File: src/hdl/stm_pkg.sv
// ----------------------------------------------------------------------------
// stm_pkg
// Shared types and constants for the stepper move-to-target block.
// ----------------------------------------------------------------------------
`default_nettype none

package stm_pkg;

  // Default values of the top-level parameters.
  localparam int TickNsDef      = 1000;
  localparam int UstepsPerRevDef = 6400;

  // Fixed arithmetic constants.
  localparam int          DivW          = 36;                 // bits of ns per minute
  localparam logic [35:0] NsPerMinute   = 36'd60000000000;
  localparam int          UstepsPerMm   = 6400;               // 100 hundredths x 64
  localparam int          DistLimit     = 100;
  localparam logic [9:0]  RpmMin        = 10'd50;
  localparam logic [9:0]  RpmMax        = 10'd800;
  localparam logic [9:0]  RpmReset      = 10'd100;
  localparam logic [17:0] IntervalMax   = 18'h3FFFF;
  localparam logic [19:0] ElapsedMax    = 20'hFFFFF;

  // Result status codes.
  localparam logic [1:0] StatusOk       = 2'd0;
  localparam logic [1:0] StatusRange    = 2'd1;
  localparam logic [1:0] StatusZero     = 2'd2;
  localparam logic [1:0] StatusBusy     = 2'd3;

  typedef struct packed {
    logic              func;
    logic signed [7:0] move_mm;
  } in_t;

  typedef struct packed {
    logic               step_pulse;
    logic               direction;
    logic signed [31:0] position;
    logic               moving;
    logic               done_res;
    logic [1:0]         status;
  } out_t;

  // Controller to datapath.
  typedef struct packed {
    logic load_in;
    logic exec;
    logic mul;
    logic div_start;
    logic fin;
    logic load_out;
  } dp_cmd_t;

  // Datapath to controller.
  typedef struct packed {
    logic is_move;
    logic cmd_ok;
    logic div_done;
    logic out_free;
  } dp_sts_t;

endpackage

`default_nettype wire

File: src/hdl/stm_div.sv
// ----------------------------------------------------------------------------
// stm_div
// Restoring divider of the nanoseconds in one minute by the step rate
// denominator, one quotient bit per cycle.
// ----------------------------------------------------------------------------
`default_nettype none

module stm_div #(
  parameter int DEN_W = 27
) (
  input  wire logic                      clk_i,
  input  wire logic                      rst_ni,
  input  wire logic                      start_i,
  input  wire logic [DEN_W-1:0]          den_i,
  output logic [stm_pkg::DivW-1:0]       quo_o,
  output logic                           done_o
);

  localparam int CntW = $clog2(stm_pkg::DivW);
  localparam logic [CntW-1:0] CntLast = CntW'(stm_pkg::DivW - 1);

  logic                       busy_q, busy_d;
  logic                       done_q, done_d;
  logic [CntW-1:0]            cnt_q, cnt_d;
  logic [DEN_W-1:0]           rem_q, rem_d;
  logic [stm_pkg::DivW-1:0]   quo_q, quo_d;
  logic [DEN_W:0]             rem_shift;
  logic [DEN_W:0]             rem_diff;

  assign rem_shift = {rem_q, quo_q[stm_pkg::DivW-1]};
  assign rem_diff  = rem_shift - {1'b0, den_i};

  always_comb begin
    busy_d = busy_q;
    done_d = 1'b0;
    cnt_d  = cnt_q;
    rem_d  = rem_q;
    quo_d  = quo_q;
    if (start_i) begin
      busy_d = 1'b1;
      cnt_d  = '0;
      rem_d  = '0;
      quo_d  = stm_pkg::NsPerMinute;
    end else if (busy_q) begin
      if (rem_shift >= {1'b0, den_i}) begin
        rem_d = rem_diff[DEN_W-1:0];
        quo_d = {quo_q[stm_pkg::DivW-2:0], 1'b1};
      end else begin
        rem_d = rem_shift[DEN_W-1:0];
        quo_d = {quo_q[stm_pkg::DivW-2:0], 1'b0};
      end
      cnt_d = cnt_q + 1'b1;
      if (cnt_q == CntLast) begin
        busy_d = 1'b0;
        done_d = 1'b1;
      end
    end
  end

  always_ff @(posedge clk_i or negedge rst_ni) begin
    if (!rst_ni) begin
      busy_q <= 1'b0;
      done_q <= 1'b0;
      cnt_q  <= '0;
    end else begin
      busy_q <= busy_d;
      done_q <= done_d;
      cnt_q  <= cnt_d;
    end
  end

  always_ff @(posedge clk_i) begin
    rem_q <= rem_d;
    quo_q <= quo_d;
  end

  assign quo_o  = quo_q;
  assign done_o = done_q;

endmodule

`default_nettype wire

File: src/hdl/stm_datapath.sv
// ----------------------------------------------------------------------------
// stm_datapath
// Position, target and timing registers, command checks, the step update
// and the output register of the stepper move-to-target block.
// ----------------------------------------------------------------------------
`default_nettype none

module stm_datapath #(
  parameter int TICK_NS            = stm_pkg::TickNsDef,
  parameter int MICROSTEPS_PER_REV = stm_pkg::UstepsPerRevDef
) (
  input  wire logic            clk_i,
  input  wire logic            rst_ni,
  input  wire stm_pkg::in_t    in_data_i,
  input  wire logic            cfg_we_i,
  input  wire logic [9:0]      cfg_data_i,
  input  wire stm_pkg::dp_cmd_t cmd_i,
  output stm_pkg::dp_sts_t     sts_o,
  output logic                 out_valid_o,
  input  wire logic            out_stall_i,
  output stm_pkg::out_t        out_data_o
);

  localparam int DenW = 10 + $clog2(MICROSTEPS_PER_REV + 1);

  logic [9:0]         rpm_q;
  logic               func_q;
  logic signed [7:0]  dist_q;
  logic signed [31:0] pos_q;
  logic signed [31:0] target_q;
  logic [19:0]        elapsed_q;
  logic [17:0]        interval_q;
  logic               moving_q;
  logic               dir_q;
  logic               pulse_q;
  logic               done_q;
  logic [1:0]         status_q;
  logic [DenW-1:0]    den_q;
  logic               out_valid_q;
  stm_pkg::out_t      out_q;

  logic [9:0]                 rpm_clamp;
  logic [1:0]                 cmd_status;
  logic signed [20:0]         offset;
  logic signed [32:0]         target_sum;
  logic signed [31:0]         target_sat;
  logic [20:0]                elapsed_sum;
  logic [19:0]                elapsed_sat;
  logic                       step_due;
  logic                       fwd;
  logic signed [31:0]         pos_next;
  logic [stm_pkg::DivW-1:0]   quo;
  logic                       div_done;

  // Move command checks, in priority order.
  always_comb begin
    if (dist_q < -8'sd100 || dist_q > 8'sd100) begin
      cmd_status = stm_pkg::StatusRange;
    end else if (dist_q == 8'sd0) begin
      cmd_status = stm_pkg::StatusZero;
    end else if (moving_q) begin
      cmd_status = stm_pkg::StatusBusy;
    end else begin
      cmd_status = stm_pkg::StatusOk;
    end
  end

  assign offset     = 21'(dist_q) * 21'(stm_pkg::UstepsPerMm);
  assign target_sum = 33'(pos_q) + 33'(offset);
  // Overflow shows as a mismatch of the two top bits; the sign picks the rail.
  assign target_sat = (target_sum[32] != target_sum[31]) ?
                      (target_sum[32] ? 32'sh8000_0000 : 32'sh7FFF_FFFF) :
                      target_sum[31:0];

  assign elapsed_sum = 21'(elapsed_q) + 21'(TICK_NS);
  assign elapsed_sat = elapsed_sum[20] ? stm_pkg::ElapsedMax : elapsed_sum[19:0];
  assign step_due    = elapsed_sat >= {2'b00, interval_q};
  assign fwd         = target_q > pos_q;
  assign pos_next    = fwd ? pos_q + 32'sd1 : pos_q - 32'sd1;

  assign rpm_clamp = (rpm_q < stm_pkg::RpmMin) ? stm_pkg::RpmMin :
                     (rpm_q > stm_pkg::RpmMax) ? stm_pkg::RpmMax : rpm_q;

  stm_div #(
    .DEN_W (DenW)
  ) u_div (
    .clk_i   (clk_i),
    .rst_ni  (rst_ni),
    .start_i (cmd_i.div_start),
    .den_i   (den_q),
    .quo_o   (quo),
    .done_o  (div_done)
  );

  always_ff @(posedge clk_i or negedge rst_ni) begin
    if (!rst_ni) begin
      rpm_q       <= stm_pkg::RpmReset;
      pos_q       <= '0;
      target_q    <= '0;
      elapsed_q   <= '0;
      interval_q  <= '0;
      moving_q    <= 1'b0;
      dir_q       <= 1'b0;
      out_valid_q <= 1'b0;
    end else begin
      if (cfg_we_i) begin
        rpm_q <= cfg_data_i;
      end
      if (cmd_i.exec) begin
        if (func_q) begin
          if (cmd_status == stm_pkg::StatusOk) begin
            target_q  <= target_sat;
            elapsed_q <= '0;
          end
        end else if (moving_q) begin
          if (step_due) begin
            dir_q     <= ~fwd;
            pos_q     <= pos_next;
            elapsed_q <= '0;
            if (pos_next == target_q) begin
              moving_q <= 1'b0;
            end
          end else begin
            elapsed_q <= elapsed_sat;
          end
        end
      end
      if (cmd_i.fin) begin
        interval_q <= (quo > stm_pkg::DivW'(stm_pkg::IntervalMax)) ?
                      stm_pkg::IntervalMax : quo[17:0];
        moving_q   <= target_q != pos_q;
      end
      if (cmd_i.load_out) begin
        out_valid_q <= 1'b1;
      end else if (!out_stall_i) begin
        out_valid_q <= 1'b0;
      end
    end
  end

  // Payload registers.
  always_ff @(posedge clk_i) begin
    if (cmd_i.load_in) begin
      func_q <= in_data_i.func;
      dist_q <= in_data_i.move_mm;
    end
    if (cmd_i.exec) begin
      status_q <= func_q ? cmd_status : stm_pkg::StatusOk;
      pulse_q  <= !func_q && moving_q && step_due;
      done_q   <= !func_q && moving_q && step_due && (pos_next == target_q);
    end
    if (cmd_i.mul) begin
      den_q <= DenW'(rpm_clamp) * DenW'(MICROSTEPS_PER_REV);
    end
    if (cmd_i.load_out) begin
      out_q.step_pulse <= pulse_q;
      out_q.direction  <= dir_q;
      out_q.position   <= pos_q;
      out_q.moving     <= moving_q;
      out_q.done_res   <= done_q;
      out_q.status     <= status_q;
    end
  end

  assign sts_o.is_move  = func_q;
  assign sts_o.cmd_ok   = cmd_status == stm_pkg::StatusOk;
  assign sts_o.div_done = div_done;
  assign sts_o.out_free = !out_valid_q || !out_stall_i;

  assign out_valid_o = out_valid_q;
  assign out_data_o  = out_q;

endmodule

`default_nettype wire

File: src/hdl/stm_ctrl.sv
// ----------------------------------------------------------------------------
// stm_ctrl
// Sequencer of the stepper move-to-target block: takes an item, runs the
// tick update or the move command with its interval division, and hands
// the result to the output register.
// ----------------------------------------------------------------------------
`default_nettype none

module stm_ctrl (
  input  wire logic             clk_i,
  input  wire logic             rst_ni,
  input  wire logic             in_valid_i,
  output logic                  in_stall_o,
  input  wire stm_pkg::dp_sts_t sts_i,
  output stm_pkg::dp_cmd_t      cmd_o
);

  localparam logic [2:0] StIdle  = 3'd0;
  localparam logic [2:0] StExec  = 3'd1;
  localparam logic [2:0] StMul   = 3'd2;
  localparam logic [2:0] StStart = 3'd3;
  localparam logic [2:0] StDiv   = 3'd4;
  localparam logic [2:0] StFin   = 3'd5;
  localparam logic [2:0] StPush  = 3'd6;

  logic [2:0] state_q, state_d;

  always_comb begin
    state_d = state_q;
    cmd_o   = '0;
    case (state_q)
      StIdle: begin
        if (in_valid_i) begin
          cmd_o.load_in = 1'b1;
          state_d       = StExec;
        end
      end
      StExec: begin
        cmd_o.exec = 1'b1;
        state_d    = (sts_i.is_move && sts_i.cmd_ok) ? StMul : StPush;
      end
      StMul: begin
        cmd_o.mul = 1'b1;
        state_d   = StStart;
      end
      StStart: begin
        cmd_o.div_start = 1'b1;
        state_d         = StDiv;
      end
      StDiv: begin
        if (sts_i.div_done) begin
          state_d = StFin;
        end
      end
      StFin: begin
        cmd_o.fin = 1'b1;
        state_d   = StPush;
      end
      StPush: begin
        if (sts_i.out_free) begin
          cmd_o.load_out = 1'b1;
          state_d        = StIdle;
        end
      end
      default: begin
        state_d = StIdle;
      end
    endcase
  end

  always_ff @(posedge clk_i or negedge rst_ni) begin
    if (!rst_ni) begin
      state_q <= StIdle;
    end else begin
      state_q <= state_d;
    end
  end

  assign in_stall_o = state_q != StIdle;

endmodule

`default_nettype wire

File: src/hdl/stepper_move_to_target.sv
// ----------------------------------------------------------------------------
// stepper_move_to_target
// Step and direction generator: move commands set a target and a step
// interval, time ticks advance the position one microstep at a time.
//
//   Channel   Dir  Handshake               Payload
//   in        in   in_valid_i/in_stall_o   in_data_i  (func, move_mm)
//   out       out  out_valid_o/out_stall_i out_data_o (step, dir, position, ...)
//   cfg       in   cfg_we_i                cfg_data_i (step_speed_rpm)
//
// A tick or a rejected command passes the execute and push states after the
// input transfer; the input opens again in the same cycle as the result shows.
// An accepted move command also passes the multiply, start, divide and finish
// states; the 36-step restoring divider computes the step interval.
// Reset clears position, target, timing state and the speed to 100 rpm.
// A stalled output holds the next result in the sequencer until it drains.
// ----------------------------------------------------------------------------
`default_nettype none

module stepper_move_to_target #(
  parameter int TICK_NS            = stm_pkg::TickNsDef,
  parameter int MICROSTEPS_PER_REV = stm_pkg::UstepsPerRevDef
) (
  input  wire logic          clk_i,
  input  wire logic          rst_ni,
  input  wire logic          in_valid_i,
  output logic               in_stall_o,
  input  wire stm_pkg::in_t  in_data_i,
  output logic               out_valid_o,
  input  wire logic          out_stall_i,
  output stm_pkg::out_t      out_data_o,
  input  wire logic          cfg_we_i,
  input  wire logic [9:0]    cfg_data_i
);

  stm_pkg::dp_cmd_t cmd;
  stm_pkg::dp_sts_t sts;

  stm_ctrl u_ctrl (
    .clk_i      (clk_i),
    .rst_ni     (rst_ni),
    .in_valid_i (in_valid_i),
    .in_stall_o (in_stall_o),
    .sts_i      (sts),
    .cmd_o      (cmd)
  );

  stm_datapath #(
    .TICK_NS            (TICK_NS),
    .MICROSTEPS_PER_REV (MICROSTEPS_PER_REV)
  ) u_dp (
    .clk_i       (clk_i),
    .rst_ni      (rst_ni),
    .in_data_i   (in_data_i),
    .cfg_we_i    (cfg_we_i),
    .cfg_data_i  (cfg_data_i),
    .cmd_i       (cmd),
    .sts_o       (sts),
    .out_valid_o (out_valid_o),
    .out_stall_i (out_stall_i),
    .out_data_o  (out_data_o)
  );

  // After a transfer in, the block works on that item before taking another.
  a_busy_after_in : assert property (@(posedge clk_i) disable iff (!rst_ni)
    in_valid_i && !in_stall_o |=> in_stall_o)
    else $error("input taken while an item is in progress");

  // Arrival always comes with the final step and ends the move.
  a_done_step : assert property (@(posedge clk_i) disable iff (!rst_ni)
    out_valid_o && out_data_o.done_res |-> out_data_o.step_pulse && !out_data_o.moving)
    else $error("done without a final step");

  // A rejected command moves nothing.
  a_reject_quiet : assert property (@(posedge clk_i) disable iff (!rst_ni)
    out_valid_o && out_data_o.status != stm_pkg::StatusOk
    |-> !out_data_o.step_pulse && !out_data_o.done_res)
    else $error("step issued on a rejected command");

endmodule

`default_nettype wire

File: config.mk
export PLATFORM = sky130hd
export DESIGN_NAME = stepper_move_to_target
export DESIGN_NICKNAME = d
export VERILOG_FILES = /design/src/hdl/stm_pkg.sv /design/src/hdl/stm_div.sv /design/src/hdl/stm_datapath.sv /design/src/hdl/stm_ctrl.sv /design/src/hdl/stepper_move_to_target.sv
export SDC_FILE = /design/constraint.sdc
export NUM_CORES = 1
export LEC_CHECK = 0
export BUFFER_PORTS_ARGS = -buffer_cell sky130_fd_sc_hd__buf_2
export CAP_MARGIN = 0
export CELL_PAD_IN_SITES_DETAIL_PLACEMENT = 1
export CELL_PAD_IN_SITES_GLOBAL_PLACEMENT = 2
export CORE_MARGIN = 2
export CORE_UTILIZATION = 37
export CTS_CLUSTER_SIZE = 12
export DETAILED_ROUTE_END_ITERATION = 8
export PLACE_DENSITY_LB_ADDON = 0.1
export SYNTH_ARGS = -nofsm -noshare
export SYNTH_HDL_FRONTEND = slang
export SYNTH_SLANG_ARGS = --single-unit
File: constraint.sdc
create_clock -name clk_i -period 6.3 [get_ports clk_i]
set_input_delay 0.63 -clock clk_i [delete_from_list [all_inputs] [get_ports clk_i]]
set_output_delay 0.63 -clock clk_i [all_outputs]
set_load 0.01 [all_outputs]
---- Yosys cells after proc, flatten, opt, wreduce, memory -nomap -nowiden ----
Index checks and enable logic that the tools add are counted.
W data, S select, Z words.
cells by class
  equal/unequal tests ..................... 16
  $add $sub $neg .......................... 6
  $mul .................................... 2
  multiplexer cells ....................... 45
  bitwise operators ....................... 2
  reductions and logical operators ........ 21
  magnitude comparators ................... 8
operators by type and width
  kind                      number
  $mux W20                  5
  $mux W32                  3
  $gt A36 B18 Y1 const B    1
  $add A32 B21 Y33          1
  $add A32 B2 Y32 const B   1
  $eq A32 B32 Y1            1
  $gt A32 B32 Y1            1
  $ne A32 B32 Y1            1
  $sub A32 B2 Y32 const B   1
  $ge A24 B23 Y1            1
  $mux W1                   23
  $mux W23                  1
  $sub A23 B23 Y23          1
  $add A20 B10 Y21 const B  1
  $pmux W3 S7               1
  $ge A20 B18 Y1            1
  $mux W10                  2
  $mux W18                  1
  $mul A10 B5 Y15 const B   1
  $mul A8 B6 Y13 const B    1
  $mux W3                   4
  $mux W6                   2
  $gt A10 B10 Y1 const B    1
  $lt A10 B6 Y1 const B     1
  23 further kinds          43
word-level totals
  bits in registers ....................... 251
  output and inout port bits .............. 40

---- Longest topological paths before layout ----
  depth after elaboration ................. 9
  mapped depth ............................ 27

---- By module ----
From an unflattened synthesis, not the netlist that was laid out.
second synthesis, totals
  cell total of the unflattened synthesis .. 1,885
  area, all modules ....................... 17,805.8 um^2
by module, submodules not included
  module        instances  seq. area each (um^2)  area an instance (um^2)  cells an instance
  stm_datapath  1          4,863.4                13,743.2                 1,412
  stm_div       1          1,381.3                3,851.2                  449
  stm_ctrl      1          75.1                   211.5                    24

---- Least setup slack after synthesis ----
Ideal clock, no wire load.
  kind .................................... register to register
  from .................................... register u_dp.pos_q[31]
  to ...................................... register u_dp.done_q, data pin
  data arrival time ....................... 6.060 ns
  required time ........................... 6.130 ns
  path slack .............................. 0.070 ns
  library setup time ...................... 0.170 ns
  buffers on the path ..................... 2
  clock period less this slack ............ 6.230 ns
  stages on the path, launching flop included .. 22
  path through ............................ dfrtp_1 -> inv_1 -> ha_1 -> nand4_1 -> nor4_1 -> nand2_1 -> o211a_1 -> a31o_2 -> and3_1 -> clkbuf_1 -> inv_1 -> ha_1 -> clkbuf_1 -> o211ai_1 -> a21oi_1 -> o21ai_1 -> a2111oi_0 -> mux2i_1 -> o2111ai_1 -> or4_1 -> or4_1 -> nor4_2
on the way
  cells in the longest elaborated chain, start to end .. 4
  elaborated cells between the ends (all ways) .. 6
RTL lines
  element                                  line                 text
  start, declared                          stm_datapath.sv:29   logic signed [31:0] pos_q;
  start signal, assigned                   stm_datapath.sv:118  pos_q <= pos_next;
  $sub A32 B2 Y32 (tied with other cells)  stm_datapath.sv:79   assign pos_next = fwd ? pos_q + 32'sd1 : pos_q - 32'sd1;
  $mux W32 *                               stm_datapath.sv:79
  $eq A32 B32 Y1 *                         stm_datapath.sv:150  done_q <= !func_q && moving_q && step_due && (pos_next == target_q);
  $logic_and A1 B1 Y1 *                    stm_datapath.sv:150
  end signal, assigned                     stm_datapath.sv:150
  end, declared                            stm_datapath.sv:36   logic done_q;
Mark *: on every way between the ends. The rest lies on a longest branch, timed or not.
A chain may end at the register's enable or synchronous reset.

---- Worst setup path after layout ----
  from .................................... register u_dp.pos_q[9]
  to ...................................... register u_dp.moving_q
on the way
  cells in the longest elaborated chain, start to end .. 9
  elaborated cells between the ends (all ways) .. 12
RTL lines
  element                                  line                 text
  $sub A32 B2 Y32 (tied with other cells)  stm_datapath.sv:79
  $mux W32                                 stm_datapath.sv:79
  $eq A32 B32 Y1                           stm_datapath.sv:120  if (pos_next == target_q) begin
  $mux W1                                  stm_datapath.sv:120
  $mux W1                                  stm_datapath.sv:116  if (step_due) begin
  $mux W1                                  stm_datapath.sv:115  end else if (moving_q) begin
  $mux W1                                  stm_datapath.sv:110  if (func_q) begin
  $mux W1                                  stm_datapath.sv:109  if (cmd_i.exec) begin
  $mux W1 *                                stm_datapath.sv:128  if (cmd_i.fin) begin
  end signal, assigned                     stm_datapath.sv:131  moving_q <= target_q != pos_q;
  end, declared                            stm_datapath.sv:33   logic moving_q;
Mark *: on every way between the ends. The rest lies on a longest branch, timed or not. The select of a mux whose other input is x is not followed.

==> impl_metrics.csv <==
group,metric,value,unit
outcome,status,"finished, final reports clean",
pwr,power,12200,µW
pwr,leakage,0.00976,µW
worst_setup_path,timing.critical_path.buf_inv,4,
yosys,ys_seq_elements,251,
drt,routed_wl,52900,µm
place,dp_hpwl,40400,µm
global_route,grt_max_degree,79,
worst_setup_path,cp-endpoint,"u_dp.moving_q$_DFFE_PN0P_",
worst_setup_path,cp-start-kind,"register",
floorplanning,die_x,223,µm
drt,final_antenna_net_count,0,
global_route,grt_use_total,0.215,
drt,routed_via_density,5.42,
worst_setup_path,crit_path_cell_trace,"inv_1 -> ha_1 -> a211oi_1 -> o21ai_1 -> a21o_1 -> o311ai_2 -> a31o_2 -> and3_1 -> inv_4 -> buf_12 -> ha_1 -> nand2_1 -> or3_1 -> o31ai_1 -> o21ai_1 -> xnor3_1 -> nand2_1 -> nand4bb_1 -> nor4bb_1 -> nor4bb_4 -> buf_4 -> nor2_1",
clock_tree,path_clk_slew,60,ps
cells_and_area,fin_util,0.430,
worst_setup_path,cp_slowest_cell,"o31ai_1",
drt,dr.first_iter.drc_count,744,
sta,holdWs,168,ps
place,io_buffers,63,
clock_tree,cts_buffer_depth,3,
worst_setup_path,critical_path_required,6730,ps
yosys,synth_xor_area_frac,0.0600,
yosys,synth-compound-area-share,0.164,
yosys,synthDominantCellAreaShare,0.173,
drt,post_drt_wl_per_cell,19.6,µm
floorplanning,die_area,49700,µm²
global_route,antenna_found_initial,1,
worst_setup_path,cp_data_arrival_time,6340,ps
cells_and_area,synthToLayoutAreaGrowth,15.1,%
sta,tightest_slew,1190,ps
global_route,busiest_layer,"met2",
clock_tree,cts.sinks,251,
worst_setup_path,r2r_setup_slack,390,ps
sta,slew_violations,0,
worst_setup_path,crit_path_max_incr_delay,590,ps
yosys,synthAdderAreaFrac,0.150,
yosys,synth_area,17800,µm²
sta,finalSetupViolCount,0,
worst_setup_path,r2r-start,"u_dp.pos_q[9]$_DFFE_PN0P_",
sta,max_freq,169,MHz
global_route,grt_overflow,0,
pwr,peakVddDrop,0.000260,V
worst_setup_path,path_depth,22,
clock_tree,h-tree-depth,2,
yosys,synth_top_family_by_area,"simple AND/OR/NAND/NOR gates",
worst_setup_path,critPathMaxFanout,23,
cells_and_area,final_nets,2288,
pwr,cellPowerDensity,598,nW/µm²
clock_tree,clk_latency,560,ps
clock_tree,cts.hold.buffers_added,0,
drt,num_vias,14628,
global_route,grt_use_met1,0.314,
worst_setup_path,critPathKind,"register to register",
yosys,synth_enable_flop_cells,66,
clock_tree,cts_tree,"built",
global_route,grtUsageMet2,0.335,
floorplanning,fp.dieH,223,µm
sta,slew_headroom,0.209,
job,drv_cap,0,
sta,hold_viol_final,0,
yosys,netlist_instances,1943,
yosys,yosys.cell_types.count,95,
yosys,synth.avg_cell_area,9.14,µm²
clock_tree,numCtsBuffers,34,
yosys,syn-num-nets,2172,
sta,finalWorstPathRequiredPeriod,5910,ps
yosys,synth_top_flop_cell,"dfrtp_1",
yosys,synth_simple_gate_area_share,0.168,
clock_tree,root_buffer,"clkbuf_16",
worst_setup_path,crit_start,"u_dp.pos_q[9]$_DFFE_PN0P_",
yosys,yosysSeqAreaShare,0.356,
yosys,ys_top_cells_by_area,"dfrtp_1 (17%), ha_1 (13%), edfxtp_1 (11%)",
worst_setup_path,cp_top_family,"compound AO/OA/AOI/OAI gates",
worst_setup_path,timing.rr.end,"u_dp.moving_q$_DFFE_PN0P_",
cells_and_area,n_antenna_cell,0,
drt,drc,0,
worst_hold_path,min_path_type,"primary input to async pin",
floorplanning,start_util,0.373,
floorplanning,coreArea,47500,µm²
cells_and_area,layout-drive-gt1-share,0.133,
yosys,yosys_warnings,0,
yosys,yosys.area.top_type,"dfrtp_1",
global_route,use_met3,0.0287,
global_route,first_global_vias,15255,
sta,rsz0062_at_grt,"no",
floorplanning,num_io_pins,64,
sta,period_share,0.938,
sta,finClkSkew,35.9,ps
worst_setup_path,reg2regPathDepth,22,
cells_and_area,fillers,5409,
worst_setup_path,endpoint_kind,"register",
yosys,synth_mux_area_frac,0.0487,
drt,detail_route.first_pass.iterations,5,
global_route,grt_pass1_wl,84800,µm
place,routabilityCongestion,0.910,
yosys,async_reset_ff_frac,0.502,
floorplanning,rows,80,
==> cell families after synthesis <==
group	Yosys count
muxes	84
buffers and inverters	242
and+or+nand+nor	593
DFF	251
adders and majority gates	205
xor gates and xnor gates	116
AOI/OAI and AO/OA	452
==> cells in the final DEF, fill, tap and decap left out, drive strengths merged, types with 12 or more instances in the layout <==
cell and instances:
and3 22, o21bai 21, nor4 19, edfxtp 66, xor2 45, nand2 163
inv 174, nand4 32, nor3 37, nand3 45, fa 14, a21oi 117
o21ai 131, dfxtp 59, or3 14, buf 150, mux2 19, nor2 161
a21o 34, o22a 19, xnor2 68, clkbuf 47, a211oi 16, dfrtp 123
o211ai 13, nand2b 28, a31oi 12, nor2b 14, ha 191, mux2i 65
==> how the worst min path moves through the flow <==
| stage | endpoint | slack, ps | startpoint | depth (start not counted) |
|---|---|---|---|---|
| floorplan | u_ctrl.state_q[0]$_DFFE_PN0P_ | 330 | rst_ni | 0 |
| global placement | u_dp.out_data_o[1]$_DFFE_PP_ | 410 | u_dp.status_q[1]$_SDFFCE_PN0P_ | 0 |
| detailed placement | u_dp.out_data_o[0]$_DFFE_PP_ | 420 | u_dp.status_q[0]$_SDFFCE_PN0P_ | 0 |
| CTS | u_dp.elapsed_q[6]$_DFFE_PN0P_ | 180 | rst_ni | 1 |
| global route | u_dp.elapsed_q[6]$_DFFE_PN0P_ | 210 | rst_ni | 1 |
| finish | u_dp.elapsed_q[6]$_DFFE_PN0P_ | 170 | rst_ni | 1 |
==> where the power goes <==
| part | internal, µW | switching, µW |
|---|---|---|
| Clock | 1080 | 778 |
| Combinational | 3190 | 4470 |
| Sequential | 2190 | 487 |
| Total | 6470 | 5730 |
==> registers in the layout (all words and copies together) (netlist names), 2 cells and up <==
register and cells:
u_dp.interval_q 18, u_dp.u_div.rem_q 23, u_dp.out_data_o 38, u_dp.status_q 2, u_dp.den_q 15, u_ctrl.state_q 3, u_dp.elapsed_q 20, u_dp.dist_q 8
u_dp.pos_q 32, u_dp.u_div.quo_o 36, u_dp.target_q 32, u_dp.u_div.cnt_q 6, u_dp.rpm_q 10
==> cell usage after synthesis, types with 45 or more instances <==
cell        n
nor2_1    158
dfrtp_1   123
edfxtp_1   66
ha_1      191
a21oi_1   116
mux2i_1    65
xor2_1     45
inv_1     172
clkbuf_1   55
o21ai_0   122
dfxtp_1    59
xnor2_1    67
nand2_1   163
==> layer usage <==
| metal | share of wire | up-vias |
|---|---|---|
| li1 | - | 7168 |
| met4 | 0.020 | 2 |
| met3 | 0.038 | 62 |
| met2 | 0.43 | 237 |
| met5 | 0.00025 | - |
| met1 | 0.51 | 7159 |
==> stage by stage <==
stage / setup TNS [ps] / setup slack (ps) / instances / instance area [µm²]
after floorplan: 0 / 70.2 / 1943 / 17800
after global placement: 0 / 99.2 / 2634 / 19200
after detailed placement: -38.8 / -38.8 / 2634 / 19200
after CTS: 0 / 30.4 / 2696 / 20300
after global routing: 0 / 32.4 / 2700 / 20400
final: 0 / 389 / 2700 / 20400
==> layout make-up <==
cell class,count,area [µm²],area share
inverter,172,648,0.0317
clock inverter,15,126,0.00619
timing repair buffer,150,1020,0.0497
multi-input combinational,1450,10600,0.520
clock buffer,47,931,0.0456
sequential,251,6320,0.310
tap,615,769,0.0377
==> timing repair <==
| action | 4_1_cts | 5_1_grt |
|---|---|---|
| endpoints found under the hold margin | 0 | 0 |
| endpoints found under the setup margin | 1 | 33 |
| resized for setup | 1 | 22 |
| pin swaps | 0 | 10 |
| buffers inserted | 0 | 4 |
Note: power is estimated with default switching activity, not from simulation.
